<file path="src/sv/alr_pkg.sv">
// shared types, codes and constants of the antialiased line rasterizer
package alr_pkg;

  // default geometry
  localparam int COORD_BITS_DEF = 12;
  localparam int FRAC_BITS_DEF  = 16;

  // fixed field widths
  localparam int SCREEN_W  = 12;
  localparam int COLOR_W   = 32;
  localparam int COV_W     = 9;
  localparam int CFG_IDX_W = 2;

  // input command codes
  localparam logic CMD_LOAD = 1'b0;
  localparam logic CMD_STEP = 1'b1;

  // configuration register indexes
  localparam logic [CFG_IDX_W-1:0] CFG_SCREEN_WIDTH  = 2'd0;
  localparam logic [CFG_IDX_W-1:0] CFG_SCREEN_HEIGHT = 2'd1;

  localparam logic [SCREEN_W-1:0] WIDTH_RESET  = 12'd640;
  localparam logic [SCREEN_W-1:0] HEIGHT_RESET = 12'd480;

  // coverage levels
  localparam logic [COV_W-1:0] COV_FULL = 9'd256;
  localparam logic [COV_W-1:0] COV_HALF = 9'd128;
  localparam logic [COV_W-1:0] COV_NONE = 9'd0;

  typedef enum logic [1:0] {
    PH_FIRST,
    PH_INTERIOR,
    PH_LAST
  } phase_e;

  typedef enum logic [2:0] {
    ST_IDLE,
    ST_SWAP,
    ST_ORDER,
    ST_DIV,
    ST_PIX1
  } state_e;

  // controller to datapath
  typedef struct packed {
    logic   latch_in;
    logic   swap;
    logic   order;
    logic   emit;
    logic   second;
    phase_e phase;
  } alr_cmd_t;

  // datapath to controller
  typedef struct packed {
    logic more_cols;
    logic div_done;
  } alr_status_t;

endpackage

</file>
<file path="src/sv/alr_div.sv">
// restoring divider for the slope magnitude, one quotient bit per cycle
module alr_div #(
  parameter int COORD_BITS = alr_pkg::COORD_BITS_DEF,
  parameter int FRAC_BITS  = alr_pkg::FRAC_BITS_DEF
) (
  input  logic                  clk_i,
  input  logic                  rst_ni,
  input  logic                  start_i,
  input  logic [COORD_BITS-1:0] numer_i,
  input  logic [COORD_BITS-1:0] denom_i,
  output logic                  done_o,
  output logic [FRAC_BITS:0]    quot_o
);
  import alr_pkg::*;

  localparam int QW    = FRAC_BITS + 1;
  localparam int CNT_W = $clog2(QW + 1);

  logic                  busy_q;
  logic                  done_q;
  logic [CNT_W-1:0]      cnt_q;
  logic [COORD_BITS:0]   rem_q;
  logic [COORD_BITS-1:0] den_q;
  logic [QW-1:0]         quot_q;

  logic [COORD_BITS:0] trial;
  logic                ge;
  logic                last_bit;

  // the integer bit uses the numerator as is, fraction bits shift first
  always_comb begin
    trial    = (cnt_q == '0) ? rem_q : {rem_q[COORD_BITS-1:0], 1'b0};
    ge       = trial >= {1'b0, den_q};
    last_bit = cnt_q == CNT_W'(QW - 1);
  end

  always_ff @(posedge clk_i or negedge rst_ni) begin
    if (!rst_ni) begin
      busy_q <= 1'b0;
      done_q <= 1'b0;
      cnt_q  <= '0;
    end else begin
      done_q <= busy_q && last_bit;
      if (start_i) begin
        busy_q <= 1'b1;
        cnt_q  <= '0;
      end else if (busy_q) begin
        cnt_q <= cnt_q + 1'b1;
        if (last_bit) begin
          busy_q <= 1'b0;
        end
      end
    end
  end

  always_ff @(posedge clk_i) begin
    if (start_i) begin
      rem_q <= {1'b0, numer_i};
      den_q <= denom_i;
    end else if (busy_q) begin
      rem_q  <= ge ? (trial - {1'b0, den_q}) : trial;
      quot_q <= {quot_q[QW-2:0], ge};
    end
  end

  assign done_o = done_q;
  assign quot_o = quot_q;

endmodule

</file>
<file path="src/sv/alr_dp.sv">
// datapath: endpoint setup, slope, row accumulator, pixel and clipping
module alr_dp #(
  parameter int COORD_BITS = alr_pkg::COORD_BITS_DEF,
  parameter int FRAC_BITS  = alr_pkg::FRAC_BITS_DEF
) (
  input  logic                                  clk_i,
  input  logic                                  rst_ni,
  input  alr_pkg::alr_cmd_t                     cmd_i,
  output alr_pkg::alr_status_t                  status_o,
  input  logic signed [COORD_BITS-1:0]          start_x_i,
  input  logic signed [COORD_BITS-1:0]          start_y_i,
  input  logic signed [COORD_BITS-1:0]          end_x_i,
  input  logic signed [COORD_BITS-1:0]          end_y_i,
  input  logic [alr_pkg::COLOR_W-1:0]           line_color_i,
  input  logic                                  cfg_we_i,
  input  logic [alr_pkg::CFG_IDX_W-1:0]         cfg_index_i,
  input  logic [alr_pkg::SCREEN_W-1:0]          cfg_wdata_i,
  output logic signed [COORD_BITS-1:0]          pixel_x_o,
  output logic signed [COORD_BITS-1:0]          pixel_y_o,
  output logic [alr_pkg::COV_W-1:0]             coverage_o,
  output logic [alr_pkg::COLOR_W-1:0]           pixel_color_o,
  output logic                                  visible_o,
  output logic                                  last_o
);
  import alr_pkg::*;

  localparam int C       = COORD_BITS;
  localparam int F       = FRAC_BITS;
  localparam int ACC_W   = C + F;
  localparam int SLOPE_W = F + 2;
  localparam int CMP_W   = (C > SCREEN_W) ? C : SCREEN_W;

  // configuration
  logic [SCREEN_W-1:0] width_q;
  logic [SCREEN_W-1:0] height_q;

  // line setup
  logic signed [C-1:0]       ax_q, ay_q, bx_q, by_q;
  logic [COLOR_W-1:0]        color_q;
  logic                      steep_q;
  logic signed [C-1:0]       first_col_q, first_row_q, final_col_q, final_row_q;
  logic signed [C-1:0]       column_q;
  logic                      dy_neg_q;
  logic                      dx_zero_q;
  logic signed [SLOPE_W-1:0] slope_q;
  logic signed [ACC_W-1:0]   acc_q;

  // output register payload
  logic signed [C-1:0] pix_x_q, pix_y_q;
  logic [COV_W-1:0]    cov_q;
  logic [COLOR_W-1:0]  pcolor_q;
  logic                vis_q;
  logic                last_q;

  // swap stage
  logic signed [C:0]   sdx, sdy, ndx, ndy;
  logic [C-1:0]        adx, ady;
  logic                steep_now;

  // order stage
  logic                swap_ends;
  logic signed [C-1:0] c0, r0, c1, r1;
  logic signed [C:0]   span, rise, nrise;
  logic [C-1:0]        dx, abs_dy;

  // divider
  logic        div_done;
  logic [F:0]  quot;
  logic [F+1:0] mag;

  // pixel
  logic signed [C:0]       col_w, row_base, row, px, py;
  logic [COV_W-1:0]        cov0, cov1;
  logic [7:0]              f8;
  logic                    vis;
  logic signed [ACC_W-1:0] acc_base, slope_ext;

  // column after the current one, signed
  logic signed [C:0]       col_next;

  always_comb begin
    sdx       = {bx_q[C-1], bx_q} - {ax_q[C-1], ax_q};
    sdy       = {by_q[C-1], by_q} - {ay_q[C-1], ay_q};
    ndx       = -sdx;
    ndy       = -sdy;
    adx       = sdx[C] ? ndx[C-1:0] : sdx[C-1:0];
    ady       = sdy[C] ? ndy[C-1:0] : sdy[C-1:0];
    steep_now = ady > adx;
  end

  always_comb begin
    swap_ends = ax_q > bx_q;
    c0        = swap_ends ? bx_q : ax_q;
    r0        = swap_ends ? by_q : ay_q;
    c1        = swap_ends ? ax_q : bx_q;
    r1        = swap_ends ? ay_q : by_q;
    span      = {c1[C-1], c1} - {c0[C-1], c0};
    rise      = {r1[C-1], r1} - {r0[C-1], r0};
    nrise     = -rise;
    dx        = span[C-1:0];
    abs_dy    = rise[C] ? nrise[C-1:0] : rise[C-1:0];
  end

  alr_div #(
    .COORD_BITS(COORD_BITS),
    .FRAC_BITS (FRAC_BITS)
  ) u_div (
    .clk_i  (clk_i),
    .rst_ni (rst_ni),
    .start_i(cmd_i.order),
    .numer_i(abs_dy),
    .denom_i(dx),
    .done_o (div_done),
    .quot_o (quot)
  );

  assign mag = {1'b0, quot};

  // pixel of the current column
  always_comb begin
    f8 = acc_q[F-1 -: 8];
    case (cmd_i.phase)
      PH_FIRST: begin
        col_w    = {first_col_q[C-1], first_col_q};
        row_base = {first_row_q[C-1], first_row_q};
        cov0     = COV_HALF;
        cov1     = COV_NONE;
      end
      PH_INTERIOR: begin
        col_w    = {column_q[C-1], column_q};
        row_base = {acc_q[ACC_W-1], acc_q[ACC_W-1:F]};
        cov0     = COV_FULL - {1'b0, f8};
        cov1     = {1'b0, f8};
      end
      default: begin
        col_w    = {final_col_q[C-1], final_col_q};
        row_base = {final_row_q[C-1], final_row_q};
        cov0     = COV_HALF;
        cov1     = COV_NONE;
      end
    endcase
    row = cmd_i.second ? (row_base + 1'b1) : row_base;
    px  = steep_q ? row : col_w;
    py  = steep_q ? col_w : row;
    vis = !px[C] && !py[C] &&
          (CMP_W'(px[C-1:0]) < CMP_W'(width_q)) &&
          (CMP_W'(py[C-1:0]) < CMP_W'(height_q));
  end

  always_comb begin
    acc_base  = (cmd_i.phase == PH_FIRST) ? {first_row_q, {F{1'b0}}} : acc_q;
    slope_ext = {{(ACC_W - SLOPE_W){slope_q[SLOPE_W-1]}}, slope_q};
  end

  assign col_next           = {column_q[C-1], column_q} + 1'b1;
  assign status_o.div_done  = div_done;
  assign status_o.more_cols = col_next < $signed({final_col_q[C-1], final_col_q});

  always_ff @(posedge clk_i or negedge rst_ni) begin
    if (!rst_ni) begin
      width_q  <= WIDTH_RESET;
      height_q <= HEIGHT_RESET;
    end else if (cfg_we_i) begin
      case (cfg_index_i)
        CFG_SCREEN_WIDTH:  width_q  <= cfg_wdata_i;
        CFG_SCREEN_HEIGHT: height_q <= cfg_wdata_i;
        default: ;
      endcase
    end
  end

  always_ff @(posedge clk_i) begin
    if (cmd_i.latch_in) begin
      ax_q    <= start_x_i;
      ay_q    <= start_y_i;
      bx_q    <= end_x_i;
      by_q    <= end_y_i;
      color_q <= line_color_i;
    end
    if (cmd_i.swap) begin
      steep_q <= steep_now;
      if (steep_now) begin
        ax_q <= ay_q;
        ay_q <= ax_q;
        bx_q <= by_q;
        by_q <= bx_q;
      end
    end
    if (cmd_i.order) begin
      first_col_q <= c0;
      first_row_q <= r0;
      final_col_q <= c1;
      final_row_q <= r1;
      column_q    <= c0;
      acc_q       <= '0;
      dy_neg_q    <= rise[C];
      dx_zero_q   <= dx == '0;
    end
    if (div_done) begin
      if (dx_zero_q) begin
        slope_q <= '0;
      end else begin
        slope_q <= dy_neg_q ? -mag : mag;
      end
    end
    if (cmd_i.emit) begin
      pix_x_q  <= px[C-1:0];
      pix_y_q  <= py[C-1:0];
      cov_q    <= cmd_i.second ? cov1 : cov0;
      pcolor_q <= color_q;
      vis_q    <= vis;
      last_q   <= cmd_i.second && (cmd_i.phase == PH_LAST);
      if (cmd_i.second && (cmd_i.phase != PH_LAST)) begin
        column_q <= column_q + 1'b1;
        acc_q    <= acc_base + slope_ext;
      end
    end
  end

  assign pixel_x_o     = pix_x_q;
  assign pixel_y_o     = pix_y_q;
  assign coverage_o    = cov_q;
  assign pixel_color_o = pcolor_q;
  assign visible_o     = vis_q;
  assign last_o        = last_q;

endmodule

</file>
<file path="src/sv/alr_ctrl.sv">
// controller: load sequencing, column phase and output register valid
module alr_ctrl (
  input  logic                 clk_i,
  input  logic                 rst_ni,
  input  logic                 in_valid_i,
  input  logic                 cmd_i,
  input  logic                 out_stall_i,
  input  alr_pkg::alr_status_t status_i,
  output logic                 in_stall_o,
  output logic                 out_valid_o,
  output alr_pkg::alr_cmd_t    cmd_o
);
  import alr_pkg::*;

  state_e state_q, state_d;
  phase_e phase_q, phase_d;
  logic   active_q, active_d;
  logic   out_valid_q, out_valid_d;
  logic   out_free;
  logic   in_fire;

  assign out_free   = !out_valid_q || !out_stall_i;
  assign in_stall_o = (state_q != ST_IDLE) || (active_q && !out_free);
  assign in_fire    = in_valid_i && !in_stall_o;

  always_ff @(posedge clk_i or negedge rst_ni) begin
    if (!rst_ni) begin
      state_q     <= ST_IDLE;
      phase_q     <= PH_FIRST;
      active_q    <= 1'b0;
      out_valid_q <= 1'b0;
    end else begin
      state_q     <= state_d;
      phase_q     <= phase_d;
      active_q    <= active_d;
      out_valid_q <= out_valid_d;
    end
  end

  always_comb begin
    state_d  = state_q;
    phase_d  = phase_q;
    active_d = active_q;
    cmd_o    = '0;
    cmd_o.phase = phase_q;
    case (state_q)
      ST_IDLE: begin
        if (in_fire) begin
          if (cmd_i == CMD_LOAD) begin
            cmd_o.latch_in = 1'b1;
            active_d       = 1'b1;
            phase_d        = PH_FIRST;
            state_d        = ST_SWAP;
          end else if (active_q) begin
            cmd_o.emit = 1'b1;
            state_d    = ST_PIX1;
          end
        end
      end
      ST_SWAP: begin
        cmd_o.swap = 1'b1;
        state_d    = ST_ORDER;
      end
      ST_ORDER: begin
        cmd_o.order = 1'b1;
        state_d     = ST_DIV;
      end
      ST_DIV: begin
        if (status_i.div_done) begin
          state_d = ST_IDLE;
        end
      end
      ST_PIX1: begin
        if (out_free) begin
          cmd_o.emit   = 1'b1;
          cmd_o.second = 1'b1;
          state_d      = ST_IDLE;
          if (phase_q == PH_LAST) begin
            active_d = 1'b0;
            phase_d  = PH_FIRST;
          end else begin
            phase_d = status_i.more_cols ? PH_INTERIOR : PH_LAST;
          end
        end
      end
      default: begin
        state_d = ST_IDLE;
      end
    endcase
  end

  always_comb begin
    if (cmd_o.emit) begin
      out_valid_d = 1'b1;
    end else if (!out_stall_i) begin
      out_valid_d = 1'b0;
    end else begin
      out_valid_d = out_valid_q;
    end
  end

  assign out_valid_o = out_valid_q;

endmodule

</file>
<file path="src/sv/antialiased_line_rasterizer_top.sv">
// top level of the antialiased line rasterizer
// Antialiased line rasterizer after Xiaolin Wu, for integer endpoints. A load item (cmd 0)
// latches two endpoints and a color, exchanges x and y for steep lines, orders the endpoints
// by major coordinate and forms a signed Q1.FRAC_BITS slope with a restoring divider that
// makes one quotient bit a cycle; a load stalls the input through the swap, order and
// divide states. Each step item (cmd 1) then gives the two pixels of one major column as
// two output transfers, first endpoint column, interior columns, last endpoint column, with
// last set on the second pixel of the last column. Its two pixels go through the single
// output register, one pixel a cycle unless the output stalls; the next item waits for the
// second to leave unless the line has ended. A step while no line is active is taken and
// gives nothing. Coverage is in 1/256 units; visible is 0 outside the configured
// screen_width and screen_height (register 0 and 1 of the configuration port, which is
// always ready; the user must write it only while idle, which the block leaves unenforced).
module antialiased_line_rasterizer_top #(
  parameter int COORD_BITS = alr_pkg::COORD_BITS_DEF,
  parameter int FRAC_BITS  = alr_pkg::FRAC_BITS_DEF
) (
  input  logic                          clk_i,
  input  logic                          rst_ni,
  // item input
  input  logic                          in_valid_i,
  output logic                          in_stall_o,
  input  logic                          cmd_i,
  input  logic signed [COORD_BITS-1:0]  start_x_i,
  input  logic signed [COORD_BITS-1:0]  start_y_i,
  input  logic signed [COORD_BITS-1:0]  end_x_i,
  input  logic signed [COORD_BITS-1:0]  end_y_i,
  input  logic [alr_pkg::COLOR_W-1:0]   line_color_i,
  // pixel output
  output logic                          out_valid_o,
  input  logic                          out_stall_i,
  output logic signed [COORD_BITS-1:0]  pixel_x_o,
  output logic signed [COORD_BITS-1:0]  pixel_y_o,
  output logic [alr_pkg::COV_W-1:0]     coverage_o,
  output logic [alr_pkg::COLOR_W-1:0]   pixel_color_o,
  output logic                          visible_o,
  output logic                          last_o,
  // configuration writes
  input  logic                          cfg_valid_i,
  output logic                          cfg_ready_o,
  input  logic [alr_pkg::CFG_IDX_W-1:0] cfg_index_i,
  input  logic [alr_pkg::SCREEN_W-1:0]  cfg_wdata_i
);
  import alr_pkg::*;

  alr_cmd_t    cmd;
  alr_status_t status;

  // registers take a transfer in any cycle
  assign cfg_ready_o = 1'b1;

  alr_ctrl u_ctrl (
    .clk_i      (clk_i),
    .rst_ni     (rst_ni),
    .in_valid_i (in_valid_i),
    .cmd_i      (cmd_i),
    .out_stall_i(out_stall_i),
    .status_i   (status),
    .in_stall_o (in_stall_o),
    .out_valid_o(out_valid_o),
    .cmd_o      (cmd)
  );

  alr_dp #(
    .COORD_BITS(COORD_BITS),
    .FRAC_BITS (FRAC_BITS)
  ) u_dp (
    .clk_i        (clk_i),
    .rst_ni       (rst_ni),
    .cmd_i        (cmd),
    .status_o     (status),
    .start_x_i    (start_x_i),
    .start_y_i    (start_y_i),
    .end_x_i      (end_x_i),
    .end_y_i      (end_y_i),
    .line_color_i (line_color_i),
    .cfg_we_i     (cfg_valid_i && cfg_ready_o),
    .cfg_index_i  (cfg_index_i),
    .cfg_wdata_i  (cfg_wdata_i),
    .pixel_x_o    (pixel_x_o),
    .pixel_y_o    (pixel_y_o),
    .coverage_o   (coverage_o),
    .pixel_color_o(pixel_color_o),
    .visible_o    (visible_o),
    .last_o       (last_o)
  );

  // a new pixel never overwrites one still waiting at the output
  assert property (@(posedge clk_i) disable iff (!rst_ni)
    cmd.emit |-> (!out_valid_o || !out_stall_i))
    else $error("pixel loaded over a pending output transfer");

  // the slope lands only while a load holds the input
  assert property (@(posedge clk_i) disable iff (!rst_ni)
    status.div_done |-> in_stall_o)
    else $error("divider finished outside a load");

  // the second pixel of a column goes out before the next item
  assert property (@(posedge clk_i) disable iff (!rst_ni)
    (cmd.emit && !cmd.second) |=> in_stall_o)
    else $error("input taken between the two pixels of a column");

endmodule
</file>
<file path="config.mk">
export PLATFORM = sky130hd
export DESIGN_NAME = antialiased_line_rasterizer_top
export DESIGN_NICKNAME = d
export VERILOG_FILES = /design/src/sv/alr_pkg.sv /design/src/sv/alr_div.sv /design/src/sv/alr_dp.sv /design/src/sv/alr_ctrl.sv /design/src/sv/antialiased_line_rasterizer_top.sv
export SDC_FILE = /design/constraint.sdc
export NUM_CORES = 1
export LEC_CHECK = 0
export ABC_AREA = 1
export BUFFER_PORTS_ARGS = -buffer_cell sky130_fd_sc_hd__buf_2
export CAP_MARGIN = 20
export CORE_MARGIN = 3
export CORE_UTILIZATION = 60
export DETAILED_ROUTE_END_ITERATION = 7
export GPL_TIMING_DRIVEN = 0
export HOLD_SLACK_MARGIN = 0.05
export PLACE_DENSITY = 0.84
export SLEW_MARGIN = 5
export SYNTH_ARGS = -nofsm -noshare
export SYNTH_HDL_FRONTEND = slang
export SYNTH_HIERARCHICAL = 1
export SYNTH_SLANG_ARGS = --single-unit
export TNS_END_PERCENT = 20
</file>
<file path="constraint.sdc">
create_clock -name clk_i -period 8.5 [get_ports clk_i]
set_clock_uncertainty 0.1 [all_clocks]
set_input_delay 0.425 -clock clk_i [delete_from_list [all_inputs] [get_ports clk_i]]
set_output_delay 0.425 -clock clk_i [all_outputs]
set_load 0.01 [all_outputs]
</file>
# Yosys cells after proc, flatten, opt, wreduce, memory -nomap -nowiden
# Index checks and enable logic that the tools add are counted.
dict set report word_totals {
  in_bits 100
  out_inout_bits 70
  word_cells 179
  reg_bits 336
}
dict set report op_classes {
  n_reduce_logical 31
  n_mux 74
  order_cmp 6
  n_eq_ne 16
  n_bitwise 2
  n_addsub 15
}
# op count
set ops {}
lappend ops {{$mux W12} 24}
lappend ops {{$mux W28} 4}
lappend ops {{$mux W13} 5}
lappend ops {{$pmux W13 S2} 2}
lappend ops {{$sub A12 B12 Y13} 3}
lappend ops {{$neg A12 Y12} 3}
lappend ops {{$add A28 B18 Y28} 1}
lappend ops {{$gt A12 B12 Y1} 2}
lappend ops {{$lt A12 B12 Y1} 2}
lappend ops {{$mux W1} 18}
lappend ops {{$mux W9} 2}
lappend ops {{$neg A17 Y18} 1}
lappend ops {{$mux W17} 1}
lappend ops {{$mux W3} 5}
lappend ops {{$pmux W3 S5} 1}
lappend ops {{$add A12 B2 Y13 const B} 1}
lappend ops {{$add A13 B1 Y13 const B} 1}
lappend ops {{$ge A13 B12 Y1} 1}
lappend ops {{$lt A13 B12 Y1} 1}
lappend ops {{$sub A13 B12 Y13} 1}
lappend ops {{$add A12 B1 Y12 const B} 1}
lappend ops {{$logic_not A12 Y1} 1}
lappend ops {{$mux W2} 6}
lappend ops {{$sub A12 B12 Y12} 1}
lappend ops {{28 further kinds} 56}

# Logic depth before layout (Yosys ltp)
dict set report depth {
  depth_word 12
  mapped_depth 32
  depth_no_buf 30
}

# Hierarchy
# Netlist, hierarchy kept.
# mod instances cells_per_inst area_each_um2 seq_area_each_um2
set by_module_without_submodules {}
lappend by_module_without_submodules {alr_dp 1 2196 17220.3 7414.6}
lappend by_module_without_submodules {alr_div 1 357 3051.7 1426.4}
lappend by_module_without_submodules {alr_ctrl 1 70 493.0 175.2}
lappend by_module_without_submodules {antialiased_line_rasterizer_top 1 2 11.3 0.0}

# Least setup slack after synthesis
# OpenSTA, ideal clock, no wires.
dict set report synth_path {
  kind {register to register}
  from {register u_dp.ay_q[2]}
  to {register u_dp.by_q[2]}
  required_time_ns 8.326
  setup_slack_ns 4.386
  t_arrival_ns 3.940
  synth_period_minus_slack_ns 4.114
  setup_ns 0.074
  stages_incl_launch_ff 31
  path_buffers 3
  path_cell_list {dfxtp_1 -> inv_1 -> ha_1 -> clkbuf_1 -> nand2_1 -> o21ai_0 -> nand2_1 -> nand2_1 -> nand2_1 -> nand2_1 -> xor2_1 -> nor2_1 -> nand2_1 -> nor3_1 -> nand2_1 -> nand2_1 -> o21ai_0 -> xnor2_1 -> ha_1 -> nand2_1 -> inv_1 -> nand3_1 -> nor3_1 -> nand3_1 -> nor2_1 -> a31oi_1 -> nand2_1 -> clkbuf_1 -> clkbuf_1 -> nand2_1 -> o21ai_0}
}
dict set report synth_via {
  elab_chain_cells 6
}
# element line_no
set synth_lines {}
lappend synth_lines {{start: declaration} alr_dp.sv:38} ;# logic signed [C-1:0] ax_q, ay_q, bx_q, by_q;
lappend synth_lines {{start signal: assignment} alr_dp.sv:175} ;# ay_q <= start_y_i;
lappend synth_lines {{start signal: assignment} alr_dp.sv:184} ;# ay_q <= ax_q;
lappend synth_lines {{$sub A12 B12 Y13 (*)} alr_dp.sv:83} ;# sdy = {by_q[C-1], by_q} - {ay_q[C-1], ay_q};
lappend synth_lines {{$neg A12 Y12} alr_dp.sv:85} ;# ndy = -sdy;
lappend synth_lines {{$mux W12 (*)} alr_dp.sv:87} ;# ady = sdy[C] ? ndy[C-1:0] : sdy[C-1:0];
lappend synth_lines {{$gt A12 B12 Y1 (*)} alr_dp.sv:88} ;# steep_now = ady > adx;
lappend synth_lines {{net u_dp.steep_now} alr_dp.sv:58} ;# logic steep_now;
lappend synth_lines {{$mux W12 (*)} alr_dp.sv:182} ;# if (steep_now) begin
lappend synth_lines {{$mux W12 (*)} alr_dp.sv:180} ;# if (cmd_i.swap) begin
lappend synth_lines {{end signal: assignment} alr_dp.sv:177} ;# by_q <= end_y_i;
lappend synth_lines {{end signal: assignment} alr_dp.sv:186} ;# by_q <= bx_q;
lappend synth_lines {{end: declaration} alr_dp.sv:38}
# The timed path passes the listed nets; every way through them passes the cells marked *.
# A chain may end at the register's enable or synchronous reset.

# Worst setup path after layout
dict set report layout_path {
  from {register u_dp.ay_q[2]}
  to {register u_dp.bx_q[1]}
}
dict set report layout_via {
  elab_chain_cells 6
}
# element line_no
set layout_lines {}
lappend layout_lines {{$sub A12 B12 Y13 (*)} alr_dp.sv:83}
lappend layout_lines {{$neg A12 Y12} alr_dp.sv:85}
lappend layout_lines {{$mux W12 (*)} alr_dp.sv:87}
lappend layout_lines {{$gt A12 B12 Y1 (*)} alr_dp.sv:88}
lappend layout_lines {{net u_dp.steep_now} alr_dp.sv:58}
lappend layout_lines {{$mux W12 (*)} alr_dp.sv:182}
lappend layout_lines {{$mux W12 (*)} alr_dp.sv:180}
lappend layout_lines {{end signal: assignment} alr_dp.sv:176} ;# bx_q <= end_x_i;
lappend layout_lines {{end signal: assignment} alr_dp.sv:185} ;# bx_q <= by_q;
lappend layout_lines {{end: declaration} alr_dp.sv:38}
# Marks and branches as above.

==> results.cfg <==
[grt]
antenna_found_initial = 2
grt_max_degree = 69
track_usage = 0.3250
overflow = 0
grt_pass1_vias = 18384
grt_pass1_wl_mm = 94.16

[floorplan]
die_x_um = 192.1
core_area_sq_um = 33870
rows = 67
io_pins = 170
die-area_sq_um = 36900
initial_utilization = 0.6135
fp.dieH_um = 192.1

[sta]
min_period_ps = 5747
grt_setup_unrepaired = false
clock.fmax_ghz = 0.1740
period_share = 0.6762
setup_tns_ps = 0
setup_viol = 0
worstMarginPinSlew_ps = 925.4
finalHoldViolCount = 0
drv_slew = 0
relSlewSlack = 0.3831
fin_hold_ws_ps = 54.94

[critical_path]
crit_start = u_dp/ay_q[2]
worstSetupPathType = flip-flop to flip-flop
endpoint = u_dp/bx_q[1]
cp-end-kind = flip-flop
cp.required_ps = 8850
rr_worst_depth = 26
r2r_slack_ps = 2750
crit_path_max_fanout = 10
worst_setup_path_start_kind = flip-flop
r2r_end = u_dp/bx_q[1]
cp.arrival_ps = 6090
rr_startpoint = u_dp/ay_q[2]

[layout]
layout-drive-gt1-share = 0.1206
nets = 3097
finalInstanceArea_sq_um = 23920
area_growth_pct = 15.11
n_antenna_cell = 0
num-fill-cells = 2692

[clock_tree]
post_cts_resized = 0
path_clk_slew_ps = 60
htreeDepth = 2
clock_latency_ps = 550
cts_tree = built
clockBufferDepth = 3
cts-root-buf = clkbuf_16
cts.sinks = 336
cts_made_buffers = 36

[flow_run]
max_cap_viol_count = 0

[synthesis]
yosysWarningCount = 6
synth.top_cell.area_share = 0.3021
synthCells = 2625
synth_ff_type = edfxtp_1
async_reset_ff_frac = 0.1131
ys_ff_latch = 336
syn_nets = 2849
netlist_area_sq_um = 20780
synth_cell_types = 59
synth_top_area_cell = edfxtp_1
netlist_top_cells_area = edfxtp_1, nand2_1, dfxtp_1
synth_edf_count = 209
synth_commonest_cells = nand2_1, inv_1, o21ai_0
yosysSeqAreaShare = 0.4340
synthMostInstantiatedCell = nand2_1
avgSynthCellArea_sq_um = 7.915

[route]
antenna_left = 0
wl_per_cell_um = 18.19
wl_mm = 60.93
num_vias = 19019
drcViolationCount = 0
drt_iter0_drc = 1815
drtPass1Iterations = 5
viasPerCell = 5.679

[hold_path]
min-delay-path-class = input port to flip-flop

[place]
dpl_cell_area_sq_um = 22260
dp_hpwl_mm = 46.11
gp_congestion = 1.042
io_buffers = 168

[outcome]
outcome = completed
## registers in the layout (all words and copies together), names as in the netlist, 13 cells and up
| name | flops |
|---|---|
| u_dp/color_q | 32 |
| u_dp/slope_q | 18 |
| u_dp/pixel_color_o | 32 |
| u_dp/u_div/rem_q | 13 |
| u_dp/acc_q | 28 |
| u_dp/u_div/quot_o | 17 |
## metrics by stage
stage,setup slack [ps],util,std cells
finish,2753,0.7061,3349
global placement,3008,0.6548,3241
detailed placement,2937,0.6572,3245
global route,2324,0.7061,3349
CTS,2923,0.7059,3348
floorplan,4386,-,2625
## how the worst min path moves through the flow
| stage | start | end | depth (start not counted) |
|---|---|---|---|
| after floorplan | rst_ni | u_ctrl/active_q | 0 |
| after global placement | u_dp/color_q[2] | u_dp/pixel_color_o[2] | 0 |
| after detailed placement | u_dp/color_q[11] | u_dp/pixel_color_o[11] | 0 |
| after CTS | cfg_wdata_i[9] | u_dp/width_q[9] | 3 |
| after global routing | cfg_wdata_i[3] | u_dp/width_q[3] | 3 |
| final | cfg_wdata_i[10] | u_dp/height_q[10] | 3 |
## layout make-up
cell class | instances | area (sq um) | share of cell area
tap | 448 | 560.5 | 0.02344
multi-input combinational | 1798 | 9794 | 0.4095
timing repair buffer | 210 | 1299 | 0.05431
sequential | 336 | 9016 | 0.3770
clock buffer | 42 | 943.4 | 0.03945
clock inverter | 24 | 334.1 | 0.01397
buffer | 78 | 416.7 | 0.01742
inverter | 413 | 1551 | 0.06487
## metal layers
metal  track usage  share of wire
met1        0.4117           0.40
met2        0.5460           0.46
met3       0.05475          0.086
met4        0.1496          0.049
met5             0              0
## placed cells by master (no fill, tap or decap), drive strengths merged, types with 20 or more instances in the layout
cell type    netlist  layout
nor3              34      34
o21ai            267     267
nor2             177     177
o22ai             20      20
buf               29     201
xnor2             20      20
edfxtp           209     209
xor2              61      61
nand3            131     131
nand4             32      32
dlygate4sd3        0      38
inv              409     411
dfxtp             89      89
dfrtp             32      32
ha               120     120
clkbuf            49      91
nand2            688     688
a21oi            152     152
## cell families (layout without fill, tap and decap cells)
kind of cell,count (synthesis),after routing,share of synthesized area
and+or+nand+nor,1085,1085,0.2261
xor gates and xnor gates,81,81,0.03415
other,1,1,0.0001805
DFF,336,336,0.4340
adders and majority gates,124,124,0.07612
AOI/OAI and AO/OA,507,507,0.1347
buffers and inverters,491,767,0.09473
## timing repair
action                                  CTS  global route
buffers inserted                          0             0
endpoints found under the setup margin    0             0
hold endpoints to repair                 68             1
hold buffers                             37             1
## worst max-delay path, cell delays in order (launching register included)
cell and delay, ps:
dfxtp_1 350, inv_1 110, ha_1 290, clkbuf_1 290
nand2_1 190, o21ai_0 430, nand2_1 90, nand2_1 110
xor2_1 360, nand2_1 140, nor3_1 220, nand2_1 100
o21ai_0 220, xnor2_1 120, ha_1 300, nand2_1 70
inv_1 70, nand3_1 70, nor3_1 240, nand3_1 110
nor2_1 100, a31oi_1 90, nand2_1 290, clkbuf_1 440
clkbuf_1 530, nand2_1 90, o21ai_0 120
Power is left out: the tool's default activity adds up to more than one toggle a clock period on the data nets, which glitch-free logic cannot reach.
